File: src/rtl/query_text_normalizer_unit_macros.svh
// Assertion helpers shared by the RTL files.
`ifndef QUERY_TEXT_NORMALIZER_UNIT_MACROS_SVH
`define QUERY_TEXT_NORMALIZER_UNIT_MACROS_SVH

// Same-cycle implication, checked while out of reset.
`define QTN_ASSERT_IMP(lbl, ck, rn, ante, cons, msg) \
    lbl: assert property (@(posedge ck) disable iff (!rn) (ante) |-> (cons)) \
        else $error(msg);

// Next-cycle implication, checked while out of reset.
`define QTN_ASSERT_NXT(lbl, ck, rn, ante, cons, msg) \
    lbl: assert property (@(posedge ck) disable iff (!rn) (ante) |=> (cons)) \
        else $error(msg);

`endif

File: src/rtl/qtn_pkg.sv
`default_nettype none

package qtn_pkg;

    localparam int UNIT_W  = 16;
    localparam int LEN_W   = 12;
    localparam int CNT_W   = LEN_W + 1;

    localparam logic [LEN_W-1:0]  MAX_LEN_RESET = 12'd200;
    localparam logic [UNIT_W-1:0] SPACE_UNIT    = 16'h0020;

    localparam int FIFO_DEPTH = 4;
    localparam int FIFO_AW    = $clog2(FIFO_DEPTH);
    localparam int FIFO_CW    = $clog2(FIFO_DEPTH + 1);

    typedef enum logic [1:0] {
        ST_OK       = 2'd0,
        ST_CONTROL  = 2'd1,
        ST_EMPTY    = 2'd2,
        ST_TOO_LONG = 2'd3
    } qtn_status_t;

    typedef struct packed {
        logic [UNIT_W-1:0] unit;
        logic              has_unit;
        logic              last_unit;
        logic              is_ctrl;
        logic              is_ws;
    } qtn_in_t;

    typedef struct packed {
        qtn_status_t       query_status;
        logic              end_of_query;
        logic              unit_valid;
        logic [UNIT_W-1:0] out_unit;
    } qtn_item_t;

    function automatic logic is_control(input logic [UNIT_W-1:0] c);
        return (c < 16'h0020) || (c == 16'h007f) ||
               ((c >= 16'h0080) && (c <= 16'h009f));
    endfunction

    function automatic logic is_space(input logic [UNIT_W-1:0] c);
        return ((c >= 16'h0009) && (c <= 16'h000d)) || (c == 16'h0020) ||
               (c == 16'h0085) || (c == 16'h00a0) || (c == 16'h1680) ||
               ((c >= 16'h2000) && (c <= 16'h200a)) || (c == 16'h2028) ||
               (c == 16'h2029) || (c == 16'h202f) || (c == 16'h205f) ||
               (c == 16'h3000);
    endfunction

endpackage

`default_nettype wire

File: src/rtl/qtn_in_reg.sv
`default_nettype none

module qtn_in_reg (
    input  wire logic                       clk,
    input  wire logic                       rst_n,
    input  wire logic                       s_tvalid,
    output logic                            s_tready,
    input  wire logic [qtn_pkg::UNIT_W-1:0] s_tdata,
    input  wire logic                       s_tuser,
    input  wire logic                       s_tlast,
    input  wire logic                       take,
    output logic                            item_vld,
    output qtn_pkg::qtn_in_t                item
);
    import qtn_pkg::*;

    logic    vld_reg;
    logic    vld_next;
    qtn_in_t item_reg;
    logic    load;

    assign s_tready = !vld_reg || take;
    assign load     = s_tvalid && s_tready;

    always_comb
    begin
        vld_next = vld_reg;
        if (load)
        begin
            vld_next = 1'b1;
        end
        else if (take)
        begin
            vld_next = 1'b0;
        end
    end

    always_ff @(posedge clk or negedge rst_n)
    begin
        if (!rst_n)
        begin
            vld_reg <= 1'b0;
        end
        else
        begin
            vld_reg <= vld_next;
        end
    end

    // classify at capture so the next stage only does counting
    always_ff @(posedge clk)
    begin
        if (load)
        begin
            item_reg.unit      <= s_tdata;
            item_reg.has_unit  <= s_tuser;
            item_reg.last_unit <= s_tlast;
            item_reg.is_ctrl   <= is_control(s_tdata);
            item_reg.is_ws     <= is_space(s_tdata);
        end
    end

    assign item_vld = vld_reg;
    assign item     = item_reg;

endmodule

`default_nettype wire

File: src/rtl/qtn_norm.sv
`default_nettype none

`include "query_text_normalizer_unit_macros.svh"

module qtn_norm (
    input  wire logic                      clk,
    input  wire logic                      rst_n,
    input  wire logic                      cfg_wen,
    input  wire logic [qtn_pkg::LEN_W-1:0] cfg_wdata,
    input  wire logic                      item_vld,
    input  wire qtn_pkg::qtn_in_t          item,
    input  wire logic                      fifo_room,
    output logic                           take,
    output logic [1:0]                     push_cnt,
    output qtn_pkg::qtn_item_t             e0,
    output qtn_pkg::qtn_item_t             e1
);
    import qtn_pkg::*;

    logic [LEN_W-1:0] max_len_reg;
    logic             sp_reg;
    logic             sp_next;
    logic [CNT_W-1:0] cnt_reg;
    logic [CNT_W-1:0] cnt_next;
    logic             ctrl_reg;
    logic             ctrl_next;

    logic [CNT_W-1:0] lim;
    logic [CNT_W-1:0] cnt1;
    logic [CNT_W-1:0] cnt2;
    logic             emit_sp;
    logic             emit_c;
    qtn_status_t      status;
    logic [1:0]       n_out;

    assign take = item_vld && fifo_room;
    assign lim  = {1'b0, max_len_reg};

    always_comb
    begin
        ctrl_next = ctrl_reg;
        sp_next   = sp_reg;
        cnt1      = cnt_reg;
        cnt2      = cnt_reg;
        emit_sp   = 1'b0;
        emit_c    = 1'b0;
        if (item.has_unit)
        begin
            if (item.is_ctrl)
            begin
                ctrl_next = 1'b1;
            end
            else if (!ctrl_reg)
            begin
                if (item.is_ws)
                begin
                    sp_next = (cnt_reg != '0);
                end
                else
                begin
                    emit_sp = sp_reg && (cnt_reg < lim);
                    cnt1    = (sp_reg && (cnt_reg <= lim)) ? cnt_reg + CNT_W'(1) : cnt_reg;
                    emit_c  = (cnt1 < lim);
                    cnt2    = (cnt1 <= lim) ? cnt1 + CNT_W'(1) : cnt1;
                    sp_next = 1'b0;
                end
            end
        end
        cnt_next = cnt2;
        if (item.last_unit)
        begin
            ctrl_next = 1'b0;
            sp_next   = 1'b0;
            cnt_next  = '0;
        end
    end

    always_comb
    begin
        if (ctrl_next && !item.last_unit)
        begin
            status = ST_CONTROL;
        end
        else if (ctrl_reg || (item.has_unit && item.is_ctrl))
        begin
            status = ST_CONTROL;
        end
        else if (cnt2 == '0)
        begin
            status = ST_EMPTY;
        end
        else if (cnt2 > lim)
        begin
            status = ST_TOO_LONG;
        end
        else
        begin
            status = ST_OK;
        end
    end

    always_comb
    begin
        e0       = '0;
        e1       = '0;
        n_out    = {1'b0, emit_sp} + {1'b0, emit_c};
        e0.query_status = ST_OK;
        e1.query_status = ST_OK;
        if (emit_sp)
        begin
            e0.unit_valid = 1'b1;
            e0.out_unit   = SPACE_UNIT;
            e1.unit_valid = 1'b1;
            e1.out_unit   = item.unit;
        end
        else if (emit_c)
        begin
            e0.unit_valid = 1'b1;
            e0.out_unit   = item.unit;
        end
        if (item.last_unit)
        begin
            case (n_out)
                2'd0:
                begin
                    e0.end_of_query = 1'b1;
                    e0.query_status = status;
                    n_out           = 2'd1;
                end
                2'd1:
                begin
                    e0.end_of_query = 1'b1;
                    e0.query_status = status;
                end
                default:
                begin
                    e1.end_of_query = 1'b1;
                    e1.query_status = status;
                end
            endcase
        end
        push_cnt = take ? n_out : 2'd0;
    end

    always_ff @(posedge clk or negedge rst_n)
    begin
        if (!rst_n)
        begin
            max_len_reg <= MAX_LEN_RESET;
            sp_reg      <= 1'b0;
            cnt_reg     <= '0;
            ctrl_reg    <= 1'b0;
        end
        else
        begin
            if (cfg_wen)
            begin
                max_len_reg <= cfg_wdata;
            end
            if (take)
            begin
                sp_reg   <= sp_next;
                cnt_reg  <= cnt_next;
                ctrl_reg <= ctrl_next;
            end
        end
    end

    `QTN_ASSERT_NXT(a_clear_after_end, clk, rst_n, take && item.last_unit,
        (cnt_reg == '0) && !ctrl_reg && !sp_reg, "query state not cleared after end")
    `QTN_ASSERT_IMP(a_pair_starts_space, clk, rst_n, push_cnt == 2'd2,
        e0.unit_valid && (e0.out_unit == SPACE_UNIT) && !e0.end_of_query,
        "two results without a leading space")
    `QTN_ASSERT_IMP(a_no_unit_after_ctrl, clk, rst_n, take && ctrl_reg,
        !e0.unit_valid && (push_cnt != 2'd2), "unit emitted after control character")

endmodule

`default_nettype wire

File: src/rtl/qtn_out_fifo.sv
`default_nettype none

`include "query_text_normalizer_unit_macros.svh"

module qtn_out_fifo (
    input  wire logic                        clk,
    input  wire logic                        rst_n,
    input  wire logic [1:0]                  push_cnt,
    input  wire qtn_pkg::qtn_item_t          e0,
    input  wire qtn_pkg::qtn_item_t          e1,
    output logic                             fifo_room,
    output logic                             m_tvalid,
    input  wire logic                        m_tready,
    output logic [qtn_pkg::UNIT_W-1:0]       m_tdata,
    output logic [2:0]                       m_tuser,
    output logic                             m_tlast
);
    import qtn_pkg::*;

    qtn_item_t          mem [FIFO_DEPTH];
    logic [FIFO_AW-1:0] wr_ptr_reg;
    logic [FIFO_AW-1:0] wr_ptr_next;
    logic [FIFO_AW-1:0] rd_ptr_reg;
    logic [FIFO_AW-1:0] rd_ptr_next;
    logic [FIFO_CW-1:0] count_reg;
    logic [FIFO_CW-1:0] count_next;
    logic               pop;
    qtn_item_t          head;

    assign pop         = m_tvalid && m_tready;
    assign fifo_room   = (count_reg <= FIFO_CW'(FIFO_DEPTH - 2));
    assign wr_ptr_next = wr_ptr_reg + FIFO_AW'(push_cnt);
    assign rd_ptr_next = rd_ptr_reg + FIFO_AW'(pop);
    assign count_next  = count_reg + FIFO_CW'(push_cnt) - FIFO_CW'(pop);

    always_ff @(posedge clk or negedge rst_n)
    begin
        if (!rst_n)
        begin
            wr_ptr_reg <= '0;
            rd_ptr_reg <= '0;
            count_reg  <= '0;
        end
        else
        begin
            wr_ptr_reg <= wr_ptr_next;
            rd_ptr_reg <= rd_ptr_next;
            count_reg  <= count_next;
        end
    end

    always_ff @(posedge clk)
    begin
        if (push_cnt != 2'd0)
        begin
            mem[wr_ptr_reg] <= e0;
        end
        if (push_cnt == 2'd2)
        begin
            mem[wr_ptr_reg + FIFO_AW'(1)] <= e1;
        end
    end

    assign head     = mem[rd_ptr_reg];
    assign m_tvalid = (count_reg != '0);
    assign m_tdata  = head.out_unit;
    assign m_tuser  = {head.query_status, head.unit_valid};
    assign m_tlast  = head.end_of_query;

    `QTN_ASSERT_IMP(a_count_bound, clk, rst_n, 1'b1,
        count_reg <= FIFO_CW'(FIFO_DEPTH), "result queue over capacity")
    `QTN_ASSERT_IMP(a_push_has_room, clk, rst_n, push_cnt != 2'd0,
        count_reg <= FIFO_CW'(FIFO_DEPTH - 2), "push into full result queue")
    `QTN_ASSERT_NXT(a_pop_only, clk, rst_n, pop && (push_cnt == 2'd0),
        count_reg == $past(count_reg) - FIFO_CW'(1), "pop did not drain queue")

endmodule

`default_nettype wire

File: src/rtl/query_text_normalizer_unit.sv
// Query text normalizer. Takes a raw query one UTF-16 code unit per request,
// drops leading and trailing whitespace and collapses each inner whitespace
// run into a single space (0x20). Normalized units leave as soon as they are
// known; the request that carries tlast holds the query status in
// m_tuser[2:1] (0 ok, 1 control character, 2 empty, 3 too long). On any
// error status discard the query's units. An input request with tuser low
// carries no unit and, without tlast, produces no output. One request enters
// per cycle while the result queue has room; a unit that ends a whitespace
// run yields two output requests, so the output side sets the rate to one
// result per cycle, through a four-entry result queue after a single
// registered classify/count stage; each request passes that register, then
// the queue. Write max_length (reset 200) through cfg_wen/cfg_wdata only between queries.
`default_nettype none

module query_text_normalizer_unit (
    input  wire logic                       clk,
    input  wire logic                       rst_n,
    input  wire logic                       cfg_wen,
    input  wire logic [qtn_pkg::LEN_W-1:0]  cfg_wdata,   // max_length
    input  wire logic                       s_tvalid,
    output logic                            s_tready,
    input  wire logic [qtn_pkg::UNIT_W-1:0] s_tdata,     // [15:0] code_unit
    input  wire logic                       s_tuser,     // [0] has_unit
    input  wire logic                       s_tlast,
    output logic                            m_tvalid,
    input  wire logic                       m_tready,
    output logic [qtn_pkg::UNIT_W-1:0]      m_tdata,     // [15:0] out_unit
    output logic [2:0]                      m_tuser,     // [0] unit_valid, [2:1] query_status
    output logic                            m_tlast
);
    import qtn_pkg::*;

    logic       item_vld;
    qtn_in_t    item;
    logic       take;
    logic       fifo_room;
    logic [1:0] push_cnt;
    qtn_item_t  e0;
    qtn_item_t  e1;

    qtn_in_reg u_in_reg (
        .clk      (clk),
        .rst_n    (rst_n),
        .s_tvalid (s_tvalid),
        .s_tready (s_tready),
        .s_tdata  (s_tdata),
        .s_tuser  (s_tuser),
        .s_tlast  (s_tlast),
        .take     (take),
        .item_vld (item_vld),
        .item     (item)
    );

    qtn_norm u_norm (
        .clk       (clk),
        .rst_n     (rst_n),
        .cfg_wen   (cfg_wen),
        .cfg_wdata (cfg_wdata),
        .item_vld  (item_vld),
        .item      (item),
        .fifo_room (fifo_room),
        .take      (take),
        .push_cnt  (push_cnt),
        .e0        (e0),
        .e1        (e1)
    );

    qtn_out_fifo u_out_fifo (
        .clk       (clk),
        .rst_n     (rst_n),
        .push_cnt  (push_cnt),
        .e0        (e0),
        .e1        (e1),
        .fifo_room (fifo_room),
        .m_tvalid  (m_tvalid),
        .m_tready  (m_tready),
        .m_tdata   (m_tdata),
        .m_tuser   (m_tuser),
        .m_tlast   (m_tlast)
    );

endmodule

`default_nettype wire

File: config.mk
export PLATFORM = sky130hd
export DESIGN_NAME = query_text_normalizer_unit
export DESIGN_NICKNAME = d
export VERILOG_FILES = /design/src/rtl/qtn_pkg.sv /design/src/rtl/qtn_in_reg.sv /design/src/rtl/qtn_norm.sv /design/src/rtl/qtn_out_fifo.sv /design/src/rtl/query_text_normalizer_unit.sv
export VERILOG_INCLUDE_DIRS = /design/src /design/src/rtl
export SDC_FILE = /design/constraint.sdc
export NUM_CORES = 1
export LEC_CHECK = 0
export BUFFER_PORTS_ARGS = -buffer_cell sky130_fd_sc_hd__buf_4
export CORE_ASPECT_RATIO = 2
export CORE_MARGIN = 10
export CORE_UTILIZATION = 45
export CTS_BUF_LIST = sky130_fd_sc_hd__clkbuf_4 sky130_fd_sc_hd__clkbuf_8
export DETAILED_ROUTE_END_ITERATION = 10
export RECOVER_POWER = 25
export SLEW_MARGIN = 20
export SYNTH_ARGS = -nofsm -noshare
export SYNTH_HDL_FRONTEND = slang
export SYNTH_SLANG_ARGS = --single-unit
File: constraint.sdc
create_clock -name clk -period 5.85 [get_ports clk]
set_input_delay 1.17 -clock clk [delete_from_list [all_inputs] [get_ports clk]]
set_output_delay 1.17 -clock clk [all_outputs]
set_load 0.01 [all_outputs]
* Word-level counts from Yosys, hierarchy flattened
Memory sizes are Yosys's and may differ from the RTL's. Cells that the tools add are included. W data, S select, Z words.
Word-level totals: word-level logic and storage cells 127, RAM bits 80, memories 1, bits in registers 55
Memory list:
- u_out_fifo.mem | words 4, width 20, read ports 1, clocked after Yosys merged registers in 0, write ports 2, line qtn_out_fifo.sv:20 | qtn_item_t mem [FIFO_DEPTH];
Operators by class: add/subtract/negate cells 8, reduce and logical (&&, ||, !) cells 35, magnitude comparators 13, equal/unequal tests 14, multiplexer cells 43
Operators by type and width (number):
- $mux W13 | 7
- $eq A16 B14 Y1 const B | 5
- $mux W17 | 3
- $eq A16 B8 Y1 const B | 2
- $add A13 B1 Y13 const B | 2
- $le A13 B12 Y1 | 2
- $lt A13 B12 Y1 | 2
- $mux W1 | 22
- $eq A16 B13 Y1 const B | 1
- $eq A16 B6 Y1 const B | 1
- $eq A16 B7 Y1 const B | 1
- $ge A16 B14 Y1 const B | 1
- $ge A16 B4 Y1 const B | 1
- $ge A16 B8 Y1 const B | 1
- $le A16 B14 Y1 const B | 1
- $le A16 B4 Y1 const B | 1
- $le A16 B8 Y1 const B | 1
- $lt A16 B6 Y1 const B | 1
- $logic_or A1 B1 Y1 | 14
- $mux W2 | 7
- $gt A13 B12 Y1 | 1
- $logic_not A13 Y1 | 1
- $reduce_bool A13 Y1 | 1
- $mux W3 | 4
- 18 further kinds | 30

* Longest topological paths before layout
Gate-level depths: netlist of the first run.
word-level depth 16, gate-level depth with buffers 31

* Hierarchy
From an unflattened synthesis of the first run, not the netlist that was laid out.
Second synthesis, totals: cell total of the unflattened synthesis 754, area total of the unflattened synthesis 8753.4 µm²
Modules (own cells, without submodules):
- qtn_out_fifo | area each 4296.6 µm², sequential area each 2577.5 µm², cells each 232, instances 1
- qtn_norm | area each 3560.9 µm², sequential area each 679.4 µm², cells each 459, instances 1
- qtn_in_reg | area each 895.9 µm², sequential area each 625.6 µm², cells each 63, instances 1

* Least setup slack after synthesis of the first run
Ideal clock, no wire load.
path kind reg-to-reg, start register u_norm.max_len_reg[7], end memory u_out_fifo.mem[0][18] (netlist bit), data pin, setup slack -411 ps, buffers on the path 2, clock period less this slack 6261 ps, arrival time 5994 ps, cell stages (with the launch flop) 32, library setup time 267 ps, cells stage by stage dfstp_2 inv_1 ha_1 and4_1 nand4_2 and3_1 buf_6 or3_1 buf_2 o31ai_1 nand2_1 ha_1 nand2_1 nor4_1 nor3_1 o2bb2ai_1 nor3b_1 and4b_1 o21ai_0 xnor2_1 ha_1 a21o_1 a21o_1 a21oi_1 o21ai_0 a21o_1 a21o_1 a21oi_1 nor2_1 nor2_1 and2_1 nor3b_1
RTL lines:
- start: declaration | line qtn_norm.sv:20 | logic [LEN_W-1:0] max_len_reg;
- start signal: assignment | line qtn_norm.sv:158 | max_len_reg <= cfg_wdata;
- end: declaration | line qtn_out_fifo.sv:20

==> results of run 1 <==
## cell type report
type	count	area, um2	area share, %
inverter	34	128	1.26
tap	207	259	2.57
multi-input combinational	485	4040	40.0
sequential	135	3880	38.5
clock inverter	14	149	1.48
clock buffer	18	241	2.39
timing repair buffer	183	1390	13.8
## logic make-up after synthesis
group	share of synthesized area, %
flip-flops	50.1
AO/OA/AOI/OAI	11.9
AND/OR/NAND/NOR	18.6
XOR/XNOR	2.03
adder cells (fa/ha/maj)	7.84
multiplexers	6.21
buffers and inverters	3.28
## path summary, 6_finish.rpt
| path | slack, ns | cells after the start | endpoint | start |
|---|---|---|---|---|
| worst max-delay path | -0.36 | 31 | u_out_fifo.mem[2][19] | u_norm.cnt_reg[8] |
| worst min-delay path | 0.50 | 1 | u_out_fifo.count_reg[2] | u_out_fifo.count_reg[2] |
| worst max register to register | -0.36 | 31 | u_out_fifo.mem[2][19] | u_norm.cnt_reg[8] |
| worst min register to register | 0.50 | 1 | u_out_fifo.count_reg[2] | u_out_fifo.count_reg[2] |
| max in group asynchronous | 3.11 | 1 | u_out_fifo.rd_ptr_reg[1] | rst_n |
| min in group asynchronous | 1.35 | 1 | u_in_reg.item_vld | rst_n |
## metal layers
layer  vias to the layer above  part of all wire (%)  routed length [um]  global-route usage [%]
met5                         -                     0                   0                       0
met4                         0                   7.5                1800                    16.0
met3                        80                   2.8                 666                    3.35
met2                       181                    59               14200                    42.3
met1                      3059                    31                7390                    16.8
li1                       2914                     -                   -                       -
## timing repair
item,in CTS,in global routing
pin swaps,33,28
gates resized for setup,29,25
gates cloned,0,0
setup endpoints to repair,8,106
setup buffers,9,6
## Yosys cell counts, types with 3 or more instances
library cell    n  area [um2]
xnor2_1        11        96.3
and4_1          4        35.0
a211oi_1        3        22.5
a21oi_1        26         130
buf_1           3        11.3
nand2b_1        3        18.8
nor2_1         32         120
o31a_1          4        35.0
and3_1          3        18.8
nand3b_1        3        22.5
a22o_1         13         114
and4b_1         3        30.0
dfstp_2         3        78.8
a31o_2          4        35.0
a21o_1          9        67.6
nand4_1        13        81.3
mux4_2         20         450
dfrtp_1        32         801
nor2b_1         4        25.0
o21a_1          7        52.6
o31ai_1         8        60.1
nand3_1        14        70.1
nor3_1         19        95.1
nand2_1        54         203
inv_1          34         128
o22ai_1         3        18.8
and2_1         64         400
or2_2           3        18.8
nor4_1         12        75.1
or3_1           7        43.8
ha_1           47         588
edfxtp_1      100        3000
a31oi_1         5        31.3
xor2_1          7        61.3
nor3b_1         7        52.6
clkbuf_1       22        82.6
o21ai_0        42         210
## power by group through the flow
stage	sequential [mW]	combinational [mW]	clock, mW
after floorplan	1.31	0.772	0
after global placement	1.36	1.29	0
after detailed placement	1.37	1.30	0
after CTS	1.35	1.34	0.786
after global routing	1.37	1.45	0.828
final	1.35	1.33	0.771
## worst max-delay path, delay by kind of cell (launching register included)
| family | cells | cell delay [ns] |
|---|---|---|
| AO/OA/AOI/OAI | 14 | 2.36 |
| AND/OR/NAND/NOR | 7 | 1.13 |
| buffers and inverters | 6 | 0.98 |
| adder cells (fa/ha/maj) | 3 | 0.97 |
| flip-flops | 1 | 0.39 |
| XOR/XNOR | 1 | 0.12 |
==> metrics.txt, run 1 <==
# TYPE chip_impl_metric gauge
chip_impl_metric{name="grt_start_max_net_pins",unit=""} 36
chip_impl_metric{name="leakagePower",unit="nW"} 4.16
chip_impl_metric{name="slew_headroom",unit="%"} -44.5
chip_impl_metric{name="hold_buffers",unit=""} 0
chip_impl_metric{name="clkSlewWorstSetupHoldPaths",unit="ns"} 0.08
chip_impl_info{name="hp-class",value="register to register"} 1
chip_impl_metric{name="ys_seq_elements",unit=""} 135
chip_impl_metric{name="routed_wirelength",unit="mm"} 24.1
chip_impl_metric{name="first_pass_grt_wire_length",unit="mm"} 36.7
chip_impl_metric{name="netlist-cell-type-count",unit=""} 65
chip_impl_metric{name="total_setup_violations_reported_at_the_end_of_the_flow",unit=""} 8
chip_impl_info{name="endpoint_kind",value="register"} 1
chip_impl_metric{name="power_density",unit="nW/um2"} 342
chip_impl_metric{name="via_count",unit=""} 6234
chip_impl_metric{name="drtAntennaViolNets",unit=""} 0
chip_impl_metric{name="postSynthAreaPerCell",unit="um2"} 11.4
chip_impl_metric{name="postSynthNetCount",unit=""} 766
chip_impl_metric{name="num_rows",unit=""} 67
chip_impl_metric{name="p_sw_share",unit="%"} 35.1
chip_impl_info{name="rsz0062_at_grt",value="yes"} 1
chip_impl_metric{name="clock_skew",unit="ns"} 0.00872
chip_impl_info{name="crit_path_start_kind",value="register"} 1
chip_impl_metric{name="numCtsBuffers",unit=""} 17
chip_impl_info{name="failed_checks",value="max-capacitance violations, max-slew violations, negative setup slack"} 1
chip_impl_info{name="mostFrequentLayoutCell",value="buf_4"} 1
chip_impl_metric{name="design.die.area",unit="um2"} 23200
chip_impl_metric{name="die_w",unit="um"} 113
chip_impl_metric{name="ys_seq_area_share",unit="%"} 50.1
chip_impl_metric{name="layout.cells.non_filler",unit=""} 1076
chip_impl_metric{name="required",unit="ns"} 6.05
chip_impl_metric{name="maxSlewViolCount",unit=""} 36
chip_impl_metric{name="antenna_found_initial",unit=""} 0
chip_impl_metric{name="total_power",unit="mW"} 3.45
chip_impl_metric{name="number_of_flip_flops_under_the_largest_register_name",unit=""} 80
chip_impl_metric{name="final.hold.worst_slack",unit="ns"} 0.503
chip_impl_metric{name="dr.first_iter.drc_count",unit=""} 228
chip_impl_metric{name="wire_per_inst",unit="um"} 22.4
chip_impl_metric{name="route.detailed.drc",unit=""} 0
chip_impl_metric{name="clock.fmax",unit="MHz"} 161
chip_impl_metric{name="routed_vias_inst",unit=""} 5.79
chip_impl_metric{name="clock-sinks",unit=""} 135
chip_impl_metric{name="setup_total_negative_slack",unit="ns"} -2.73
chip_impl_metric{name="grt.total_usage",unit="%"} 21.0
chip_impl_metric{name="ys_warn_count",unit=""} 0
chip_impl_metric{name="area_growth",unit="%"} 30.2
chip_impl_metric{name="cap_viol_max_count",unit=""} 1
chip_impl_metric{name="start_util",unit="%"} 46.0
chip_impl_metric{name="dr.pass1.iters",unit=""} 4
chip_impl_info{name="synthFlopType",value="edfxtp_1"} 1
chip_impl_metric{name="antenna_cells_inserted",unit=""} 0
chip_impl_metric{name="number_of_cells_after_detailed_placement",unit=""} 1029
chip_impl_metric{name="layout-drive-gt1-share",unit="%"} 34.2
chip_impl_metric{name="period_needed",unit="ns"} 6.21
chip_impl_metric{name="design.final.nets",unit=""} 939
chip_impl_metric{name="number_of_top_level_design_ports",unit=""} 57
chip_impl_info{name="run_status",value="complete, but fails checks"} 1
chip_impl_metric{name="postSynth.asyncResetShare",unit="%"} 25.9
chip_impl_metric{name="critPathMaxStageDelay",unit="ns"} 0.40
chip_impl_metric{name="p_seq_share",unit="%"} 39.1
chip_impl_metric{name="hpwl_dp",unit="mm"} 18.8
chip_impl_metric{name="placement.setup.worst_slack",unit="ns"} -0.617
chip_impl_metric{name="p_int",unit="mW"} 2.24
chip_impl_metric{name="p_comb_share",unit="%"} 38.5
chip_impl_metric{name="worst_voltage_drop_across_the_vdd_grid",unit="uV"} 165
chip_impl_metric{name="filler_cell_count",unit=""} 1404
chip_impl_metric{name="global_route.overflow_total",unit=""} 0
chip_impl_metric{name="first_global_vias",unit=""} 6735
chip_impl_metric{name="final-hold-violation-count",unit=""} 0
chip_impl_metric{name="syn_inst",unit=""} 683
chip_impl_metric{name="layout_utilization",unit="%"} 59.9
chip_impl_info{name="clockRootBuffer",value="clkbuf_8"} 1
chip_impl_metric{name="clk_latency",unit="ns"} 0.44
chip_impl_metric{name="clkPwrFrac",unit="%"} 22.4
chip_impl_metric{name="postLayoutSetupSlackWorst",unit="ns"} -0.356
chip_impl_metric{name="critical_path_arrival",unit="ns"} 6.41
chip_impl_metric{name="power.net_switching",unit="mW"} 1.21
chip_impl_metric{name="syn_area",unit="um2"} 7750
chip_impl_metric{name="place.port_buffers",unit=""} 56
chip_impl_metric{name="crit_path_max_fanout",unit=""} 5
chip_impl_info{name="clock_tree_from_tritoncts",value="yes"} 1
chip_impl_info{name="timing_worst_setup_path_type",value="register to register"} 1
chip_impl_metric{name="finalWeightedCongestion",unit=""} 0.934
chip_impl_info{name="critical-path-slowest-cell",value="o31a_1"} 1
chip_impl_metric{name="clock_tree.htree_level_count",unit=""} 4
chip_impl_metric{name="edff_count_synth",unit=""} 100
chip_impl_metric{name="total_core_area",unit="um2"} 16800
chip_impl_metric{name="worst_pin_slew",unit="ns"} 2.17
chip_impl_metric{name="die_h",unit="um"} 206
chip_impl_metric{name="placed_area",unit="um2"} 9360
chip_impl_metric{name="final_min_period_over_clock_period",unit="%"} 106
chip_impl_metric{name="cts-root-to-sink-buffers",unit=""} 2
chip_impl_metric{name="final_cell_area",unit="um2"} 10100
chip_impl_info{name="most-common-layout-cells",value="buf_4, edfxtp_1, and2_1"} 1
(Power assumes the default switching activity.)
==> inputs of run 2 (changes only) <==
--- a/config.mk
+++ b/config.mk
@@ -11,3 +11,3 @@
 export CORE_MARGIN = 10
-export CORE_UTILIZATION = 45
+export CORE_UTILIZATION = 40
 export CTS_BUF_LIST = sky130_fd_sc_hd__clkbuf_4 sky130_fd_sc_hd__clkbuf_8
==> constraint.sdc (replaced) <==
create_clock -name clk -period 5.85 [get_ports clk]
set_input_delay 0.8775 -clock clk [delete_from_list [all_inputs] [get_ports clk]]
set_output_delay 0.8775 -clock clk [all_outputs]
set_load 0.01 [all_outputs]
==> metrics.txt, run 2 (same netlist as run 1, synthesis figures left out) <==
# TYPE chip_impl_metric gauge
chip_impl_info{name="run_status",value="complete, but fails checks"} 1
chip_impl_info{name="failed_checks",value="max-capacitance violations, max-slew violations, negative setup slack"} 1
chip_impl_metric{name="register_cell_area_after_layout",unit="um2"} 3880
chip_impl_metric{name="route.detailed.drc",unit=""} 0
chip_impl_metric{name="layout-drive-gt1-share",unit="%"} 35.4
chip_impl_metric{name="clock.fmax",unit="MHz"} 161
chip_impl_info{name="crit_path_start_kind",value="register"} 1
chip_impl_metric{name="clock_tree.htree_level_count",unit=""} 4
chip_impl_metric{name="antenna_cells_inserted",unit=""} 0
chip_impl_info{name="crit_top_cell",value="a21o_1"} 1
chip_impl_metric{name="final_min_period_over_clock_period",unit="%"} 106
chip_impl_metric{name="slew_headroom",unit="%"} -45.8
chip_impl_metric{name="total_core_area",unit="um2"} 19200
chip_impl_metric{name="antenna_found_initial",unit=""} 0
chip_impl_metric{name="worst_pin_slew",unit="ns"} 2.19
chip_impl_info{name="hp-class",value="register to register"} 1
chip_impl_metric{name="total_power",unit="mW"} 3.55
chip_impl_metric{name="postLayoutSetupSlackWorst",unit="ns"} -0.357
chip_impl_metric{name="routed_wirelength",unit="mm"} 25.9
chip_impl_metric{name="required",unit="ns"} 6.05
chip_impl_metric{name="wire_per_inst",unit="um"} 22.9
chip_impl_metric{name="grt.total_usage",unit="%"} 19.6
chip_impl_metric{name="drtAntennaViolNets",unit=""} 0
chip_impl_metric{name="total_setup_violations_reported_at_the_end_of_the_flow",unit=""} 18
chip_impl_metric{name="grt_start_max_net_pins",unit=""} 36
chip_impl_metric{name="number_of_top_level_design_ports",unit=""} 57
chip_impl_metric{name="critical_path_arrival",unit="ns"} 6.40
chip_impl_metric{name="global_route.overflow_total",unit=""} 0
chip_impl_info{name="endpoint_kind",value="register"} 1
chip_impl_metric{name="dr.pass1.iters",unit=""} 5
chip_impl_metric{name="setup_total_negative_slack",unit="ns"} -2.94
chip_impl_info{name="clockRootBuffer",value="clkbuf_8"} 1
chip_impl_metric{name="filler_cell_count",unit=""} 1695
chip_impl_info{name="critical-path-slowest-cell",value="dfrtp_1"} 1
chip_impl_metric{name="die_w",unit="um"} 118
chip_impl_metric{name="finalWeightedCongestion",unit=""} 1.02
chip_impl_metric{name="multiInputGateArea",unit="um2"} 4070
chip_impl_metric{name="clkSlewWorstSetupHoldPaths",unit="ns"} 0.09
chip_impl_metric{name="crit_path_max_fanout",unit=""} 5
chip_impl_metric{name="number_of_flip_flops_under_the_largest_register_name",unit=""} 80
chip_impl_metric{name="dr.first_iter.drc_count",unit=""} 323
chip_impl_metric{name="layout_utilization",unit="%"} 53.6
chip_impl_metric{name="hold_buffers",unit=""} 0
chip_impl_metric{name="design.die.area",unit="um2"} 25700
chip_impl_metric{name="final-hold-violation-count",unit=""} 0
chip_impl_info{name="timing_worst_setup_path_type",value="register to register"} 1
chip_impl_metric{name="period_needed",unit="ns"} 6.21
chip_impl_metric{name="hpwl_dp",unit="mm"} 18.7
chip_impl_metric{name="die_h",unit="um"} 217
chip_impl_metric{name="area_growth",unit="%"} 32.6
chip_impl_metric{name="first_pass_grt_wire_length",unit="mm"} 38.4
chip_impl_metric{name="routed_vias_inst",unit=""} 5.61
chip_impl_metric{name="place.port_buffers",unit=""} 56
chip_impl_metric{name="clk_latency",unit="ns"} 0.45
chip_impl_info{name="most-common-layout-cells",value="buf_4, edfxtp_1, and2_1"} 1
chip_impl_metric{name="critPathMaxStageDelay",unit="ns"} 0.45
chip_impl_metric{name="worst_voltage_drop_across_the_vdd_grid",unit="uV"} 174
chip_impl_metric{name="placement.setup.worst_slack",unit="ns"} -0.788
chip_impl_info{name="mostFrequentLayoutCell",value="buf_4"} 1
chip_impl_metric{name="final.hold.worst_slack",unit="ns"} 0.518
chip_impl_metric{name="numCtsBuffers",unit=""} 17
chip_impl_metric{name="maxSlewViolCount",unit=""} 36
chip_impl_metric{name="design.final.nets",unit=""} 943
chip_impl_metric{name="via_count",unit=""} 6352
chip_impl_metric{name="cts-root-to-sink-buffers",unit=""} 2
chip_impl_metric{name="clock_skew",unit="ns"} 0.0129
chip_impl_metric{name="first_global_vias",unit=""} 6807
chip_impl_metric{name="clock-sinks",unit=""} 135
chip_impl_metric{name="leakagePower",unit="nW"} 4.24
chip_impl_info{name="clock_tree_from_tritoncts",value="yes"} 1
chip_impl_metric{name="start_util",unit="%"} 40.4
chip_impl_metric{name="power_density",unit="nW/um2"} 345
chip_impl_info{name="rsz0062_at_grt",value="yes"} 1
chip_impl_metric{name="num_rows",unit=""} 72
chip_impl_metric{name="cap_viol_max_count",unit=""} 1
## run 2: cell count changes in the layout (fill, tap and decap cells not counted), moves of 3 or more
cell,delta
nor4_2,+4
nor2_2,+4
buf_6,+5
nand2_2,+3
o21ai_0,-4
nor4_1,-3
nor2_1,-4
## run 2: cell type report
type                    instances  share of cell area, %
multi-input cells             485                   39.6
flip-flops and latches        135                   37.8
repair buffers                187                   14.3
well taps                     259                   3.15
clock buffers                  17                   2.28
clock inverters                15                   1.69
inverters                      34                   1.24
## run 2: stage by stage
stage	area, um2	instances
after CTS	10000	1114
after floorplan	7890	683
after global routing	10300	1132
after detailed placement	9370	1074
final	10300	1132
after global placement	9370	1074
## run 2: path summary, 6_finish.rpt
path | from | endpoint | slack, ns | cells past startpoint
setup / recovery | u_norm.cnt_reg[1] | u_out_fifo.mem[1][19] | -0.36 | 29
hold / removal | u_out_fifo.count_reg[2] | u_out_fifo.count_reg[2] | 0.52 | 1
setup reg to reg | u_norm.cnt_reg[1] | u_out_fifo.mem[1][19] | -0.36 | 29
hold reg to reg | u_out_fifo.count_reg[2] | u_out_fifo.count_reg[2] | 0.52 | 1
max in group asynchronous | rst_n | u_norm.cnt_reg[9] | 3.53 | 1
min in group asynchronous | rst_n | u_norm.cnt_reg[1] | 1.06 | 1
## run 2: where the power goes
group | internal (mW) | switching (mW)
Clock | 0.423 | 0.396
Combinational | 0.635 | 0.743
Sequential | 1.24 | 0.116
Total | 2.30 | 1.26
## run 2: timing repair
item / 4_1_cts / 5_1_grt
endpoints found under the setup margin: 8 / 152
pin swaps: 32 / 14
setup buffers: 8 / 13
cloned: 0 / 5
gates resized for setup: 31 / 56
## run 2: worst max-delay path, delay by kind of cell (launching register included)
family	cells	cell delay (ns)
simple gates	12	2.21
compound gates	10	1.79
flops	1	0.45
fa+ha+maj	3	0.91
xor+xnor	2	0.29
buf+inv	2	0.29
## run 2: layer usage
| metal | track usage [%] | share of wire [%] | vias to the layer above |
|---|---|---|---|
| li1 | - | - | 2927 |
| met2 | 38.1 | 57 | 168 |
| met5 | 0 | 0 | - |
| met3 | 3.24 | 2.7 | 94 |
| met4 | 15.4 | 8.5 | 0 |
| met1 | 17.0 | 32 | 3163 |
